<file path="src/hdl/rmf_pkg.sv">
// ----------------------------------------------------------------------------
// rmf_pkg
// Shared types and constants of the rgb 3x3 median filter: pixel layout,
// configuration register codes and default frame limits.
// ----------------------------------------------------------------------------
package rmf_pkg;

  // channel and pixel layout
  localparam int CHAN_W   = 8;
  localparam int WIN_SIZE = 9;

  typedef struct packed {
    logic [CHAN_W-1:0] red;
    logic [CHAN_W-1:0] green;
    logic [CHAN_W-1:0] blue;
  } pixel_t;

  localparam int PIXEL_W = $bits(pixel_t);

  // one channel of the 3x3 window
  typedef logic [WIN_SIZE-1:0][CHAN_W-1:0] chan_win_t;

  // configuration port
  localparam int WIDTH_REG_W  = 12;
  localparam int HEIGHT_REG_W = 13;
  localparam int CFG_DATA_W   = 13;
  localparam int CFG_INDEX_W  = 2;

  localparam logic [CFG_INDEX_W-1:0] REG_IMAGE_WIDTH  = 2'd0;
  localparam logic [CFG_INDEX_W-1:0] REG_IMAGE_HEIGHT = 2'd1;

  localparam logic [WIDTH_REG_W-1:0]  WIDTH_RESET  = 12'd640;
  localparam logic [HEIGHT_REG_W-1:0] HEIGHT_RESET = 13'd480;

  // frame size limits
  localparam int DEF_MAX_WIDTH  = 2048;
  localparam int DEF_MAX_HEIGHT = 4096;
  localparam int MIN_DIM        = 3;

endpackage

</file>
<file path="src/hdl/rmf_median9.sv">
// ----------------------------------------------------------------------------
// rmf_median9
// Median of nine 8-bit values by a 19 compare-exchange selection network.
// ----------------------------------------------------------------------------
module rmf_median9
  import rmf_pkg::*;
(
  input  chan_win_t         taps,
  output logic [CHAN_W-1:0] median
);

  // put the smaller value at position a, the larger at position b
  function automatic chan_win_t cx(input chan_win_t v, input int a, input int b);
    chan_win_t r;
    r = v;
    if (v[a] > v[b]) begin
      r[a] = v[b];
      r[b] = v[a];
    end
    return r;
  endfunction

  chan_win_t p;

  // selection network, result lands in the middle slot
  always_comb begin
    p = taps;
    p = cx(p, 1, 2);
    p = cx(p, 4, 5);
    p = cx(p, 7, 8);
    p = cx(p, 0, 1);
    p = cx(p, 3, 4);
    p = cx(p, 6, 7);
    p = cx(p, 1, 2);
    p = cx(p, 4, 5);
    p = cx(p, 7, 8);
    p = cx(p, 0, 3);
    p = cx(p, 5, 8);
    p = cx(p, 4, 7);
    p = cx(p, 3, 6);
    p = cx(p, 1, 4);
    p = cx(p, 2, 5);
    p = cx(p, 4, 7);
    p = cx(p, 4, 2);
    p = cx(p, 6, 4);
    p = cx(p, 4, 2);
  end

  assign median = p[4];

endmodule

</file>
<file path="config.mk">
export PLATFORM = sky130hd
export DESIGN_NAME = rmf_median9
export DESIGN_NICKNAME = d
export VERILOG_FILES = /design/src/hdl/rmf_pkg.sv /design/src/hdl/rmf_median9.sv
export SDC_FILE = /design/constraint.sdc
export NUM_CORES = 1
export LEC_CHECK = 0
export CAP_MARGIN = 25
export CORE_ASPECT_RATIO = 1.75
export CORE_MARGIN = 2
export CORE_UTILIZATION = 45
export DETAILED_ROUTE_END_ITERATION = 7
export DONT_BUFFER_PORTS = 1
export SETUP_SLACK_MARGIN = 0.05
export SLEW_MARGIN = 10
export SYNTH_ARGS = -nofsm -noshare
export SYNTH_HDL_FRONTEND = slang
export SYNTH_SLANG_ARGS = --single-unit
</file>
<file path="constraint.sdc">
create_clock -name vclk -period 30
set_clock_uncertainty 0.05 [all_clocks]
set_input_delay 3 -clock vclk [all_inputs]
set_output_delay 3 -clock vclk [all_outputs]
set_load 0.05 [all_outputs]
</file>
Word level (Yosys, flattened, before mapping) --
Index checks and enable logic that the tools add are counted.
Word-level totals: bits in registers 0, logic and storage cells 40, bits of input ports 72, output and inout port bits 8
Cells by class: order comparisons 19, mux-type cells 21
Operators with widths (count):
- $gt A8 B8 Y1 | 19
- $mux W16 | 9
- $mux W8 | 12

Depth between registers and ports, before layout --
depth after elaboration 18, mapped depth 100, depth with buffers taken out 91

Worst setup path after synthesis --
No wires, ideal clock.
kind input to output, start point in taps[71] in the netlist's numbering, end point out median[0], setup slack 7879 ps, path buffers 9, cell stages on the path 87, data required time 26950 ps, data arrival time 19071 ps, cell sequence inv_1 ha_1 nand4_1 nor2_1 nor2_1 nor2_2 clkbuf_1 a21oi_1 ha_1 nand4_1 o21ai_0 o221ai_1 o21a_1 buf_6 clkbuf_1 o21ai_0 inv_1 ha_1 (+51 left out) nand4_1 a211o_1 o41ai_1 a21oi_2 nor2_8 buf_2 o21ai_1 ha_1 o21a_1 o21ai_0 nand2b_1 a21oi_1 o21ai_0 o21a_1 nand2_1 inv_1 o2bb2ai_1 nor4_1
On the way: longest elaborated chain between the ends 18, elaborated cells on any way between the ends 26, classes of those cells order compare (12); mux (14)
Ends and longest elaborated chain:
- start, declared | RTL line rmf_median9.sv:8 | input chan_win_t taps,
- $gt A8 B8 Y1 | RTL line rmf_median9.sv:16 | if (v[a] > v[b]) begin
- $mux W16 (*) | RTL line rmf_median9.sv:16
- $gt A8 B8 Y1 | RTL line rmf_median9.sv:16
- $mux W16 | RTL line rmf_median9.sv:16
- $gt A8 B8 Y1 | RTL line rmf_median9.sv:16
- $mux W16 | RTL line rmf_median9.sv:16
- $gt A8 B8 Y1 | RTL line rmf_median9.sv:16
- $mux W8 | RTL line rmf_median9.sv:16
- (+2 left out)
- $gt A8 B8 Y1 | RTL line rmf_median9.sv:16
- $mux W8 | RTL line rmf_median9.sv:16
- $gt A8 B8 Y1 | RTL line rmf_median9.sv:16
- $mux W8 | RTL line rmf_median9.sv:16
- $gt A8 B8 Y1 | RTL line rmf_median9.sv:16
- $mux W8 | RTL line rmf_median9.sv:16
- $gt A8 B8 Y1 | RTL line rmf_median9.sv:16
- $mux W8 (*) | RTL line rmf_median9.sv:16
- end, declared | RTL line rmf_median9.sv:9 | output logic [CHAN_W-1:0] median
Mark *: on every way between the ends. The rest lies on a longest branch, timed or not.

Worst setup path in the final report --
start point in taps[71] in the netlist's numbering, end point out median[5]
Same word-level chain as after synthesis.

==> flow_summary.toml <==
[drt]
drt-wirelength-per-cell_um = 18.24
drt_iter0_markers = 344
ant_nets = 0
post-route-drc-count = 0
num_vias = 7225
wl_um = 21610
via_per_inst = 6.097
drtPass1Iterations = 5

[setup_path]
cpPeakStageDelay_ps = 890
cp_slowest_cell = "a311oi_2"
path_buf_inv = 2
crit_required_ps = 26950
critPathCaptureType = "primary output"
arrival_ps = 20480
crit_top_cell = "o21ai_0"
cp_max_fo = 27
cp-start-kind = "input port"
crit_family = "compound AO/OA/AOI/OAI gates"
critPathKind = "input port to primary output"

[floorplanning]
ioPinCount = 80
core_um2 = 15240
fp.dieW_um = 97.69
rows = 60
start_util_pct = 45.36
die-area_um2 = 16410
die_h_um = 168.0

[timing]
setup_viol_count_final = 0
min_period_ps = 23530
hold_viol = 0
worst_pin_slew_ps = 1037
relSlewSlack_pct = 31.25
fin_crit_sh_pct = 78.43
rsz0062_at_grt = "false"
slew_violations = 0
final.setup.tns_ps = 0
max_freq_ghz = 0.04250

[clock_tree]
cts_setup_buffers = 0
hold_buffers = 0
cts.repair.resized = 0

[layout]
seq_cell_count = 0
register_area_um2 = 0
antenna_cells = 0
num-nets-final = 1220
syn2layout_area_growth_pct = 2.534
drive_gt1_share_pct = 6.306
nClkBuffers = 0
fillCellCount = 1644

[synthesis]
yosys.area.top_type_share_pct = 26.61
syn_inst = 1026
synth_area_leader_cell = "ha_1"
ys_types = 67
ys_seq_area_share_pct = 0
syn_area_um2 = 6913
avgSynthCellArea_um2 = 6.738
synth_nets = 1245
synthTopCellsByArea = "ha_1 (27%), a21oi_1 (8.5%), mux2i_1 (7.7%)"
yosysWarnings = 0

[grt]
track_usage_pct = 25.57
globalRouteOverflowTotal = 0
antenna_found_initial = 0
grt_pass1_wl_um = 34700
grt_start_max_net_pins = 33
grt_pass1_vias = 7174

[worst_hold_path]
hold_depth = 3
min_to = "median[4]"
holdCritStartpoint = "taps[52]"
hp-class = "input port to primary output"

[placement]
dp_hpwl_um = 18980
gp_congestion = 0.9258
port_buffers = 0

[status]
outcome = "finished, final reports clean"

[run]
drv_cap = 0
cell type report:
cell class         count  area, um^2  area share, %
multi-input cells    902        6450          91.00
well taps            186       232.7          3.283
repair buffers         9       75.07          1.059
inverters             88       330.3          4.660
worst max-delay path by stage:
stage / startpoint / end / slack, ps / cells after the start
CTS: taps[71] / median[5] / 6680 / 77
detailed placement: taps[71] / median[5] / 6710 / 77
finish: taps[71] / median[5] / 6470 / 77
floorplan: taps[71] / median[0] / 7880 / 87
global placement: taps[71] / median[5] / 6830 / 76
global route: taps[71] / median[5] / 4960 / 81
cell families after synthesis:
kind of cell             Yosys count  synth area share (%)
multiplexers                      81                 12.34
AND/OR/NAND/NOR                  329                 22.75
adder cells (fa/ha/maj)          147                 26.61
AO/OA/AOI/OAI                    343                 30.97
XOR/XNOR                           2                0.2534
buffers and inverters            124                 7.077
cells in the mapped netlist, drive strengths merged, types with 2 or more instances:
master   instances
o221ai           2
clkbuf          27
a21oi          119
a221oi           5
nand3           33
nor2b           15
buf              9
or2              7
inv             88
o22ai            3
nor3b            3
nor3            13
ha             147
or4              2
nand2b          17
a211oi           9
nand4           14
o21ai          105
and2             5
o2bb2ai          2
and4             3
nand2           95
o22a             3
o31ai            2
o21bai           5
o21a            33
a21o            31
xnor2            2
mux2i           53
nor4             3
a31oi            5
and3            12
o211a            3
a311oi           2
nor2            97
or3             10
mux2            28
o211ai           3
tightest hold or removal path: stages:
cell and delay [ps]:
a21oi_1 160, o21ai_0 230, o211a_1 480
placed cells by master, fill, tap and decap left out, types with 3 or more instances in the layout:
master and count:
nand4_1 14, buf_4 8, and3_1 12, mux2i_1 53, nor3_1 13, a21oi_2 3
nand2b_1 17, ha_1 147, o22ai_1 3, nand3_1 32, o21ai_1 10, nand2_1 95
o21a_1 33, a31oi_1 5, inv_1 88, and2_1 4, or2_1 5, o211a_1 3
and4_1 3, a21oi_1 116, or3_1 10, nor2_1 93, o21bai_1 5, a221oi_1 3
nor3b_1 3, o22a_1 3, o21ai_0 93, nor2b_1 14, a211oi_1 7, mux2_2 26
a21o_1 31
metrics by stage:
step | setup WS [ps] | cell area, um^2 | cells | hold WS, ps | util, %
4_1_cts | 6677 | 7073 | 1184 | 6842 | 46.41
2_1_floorplan | 7879 | 6913 | 1026 | 6621 | -
3_3_place_gp | 6832 | 7073 | 1184 | 6847 | 46.41
3_5_place_dp | 6710 | 7073 | 1184 | 6847 | 46.41
5_1_grt | 4961 | 7088 | 1185 | 6874 | 46.51
6_report | 6470 | 7088 | 1185 | 6831 | 46.51
metal layers:
| metal | vias up | GRT usage (%) | routed length [um] |
|---|---|---|---|
| met5 | - | 0 | 0 |
| met2 | 180 | 49.60 | 11350 |
| li1 | 3691 | - | - |
| met1 | 3292 | 25.74 | 7662 |
| met3 | 62 | 3.196 | 1089 |
| met4 | 0 | 14.31 | 1514 |
Power is not shown: default switching activity piles up to over one toggle a cycle in this logic, so the estimate is an artifact.
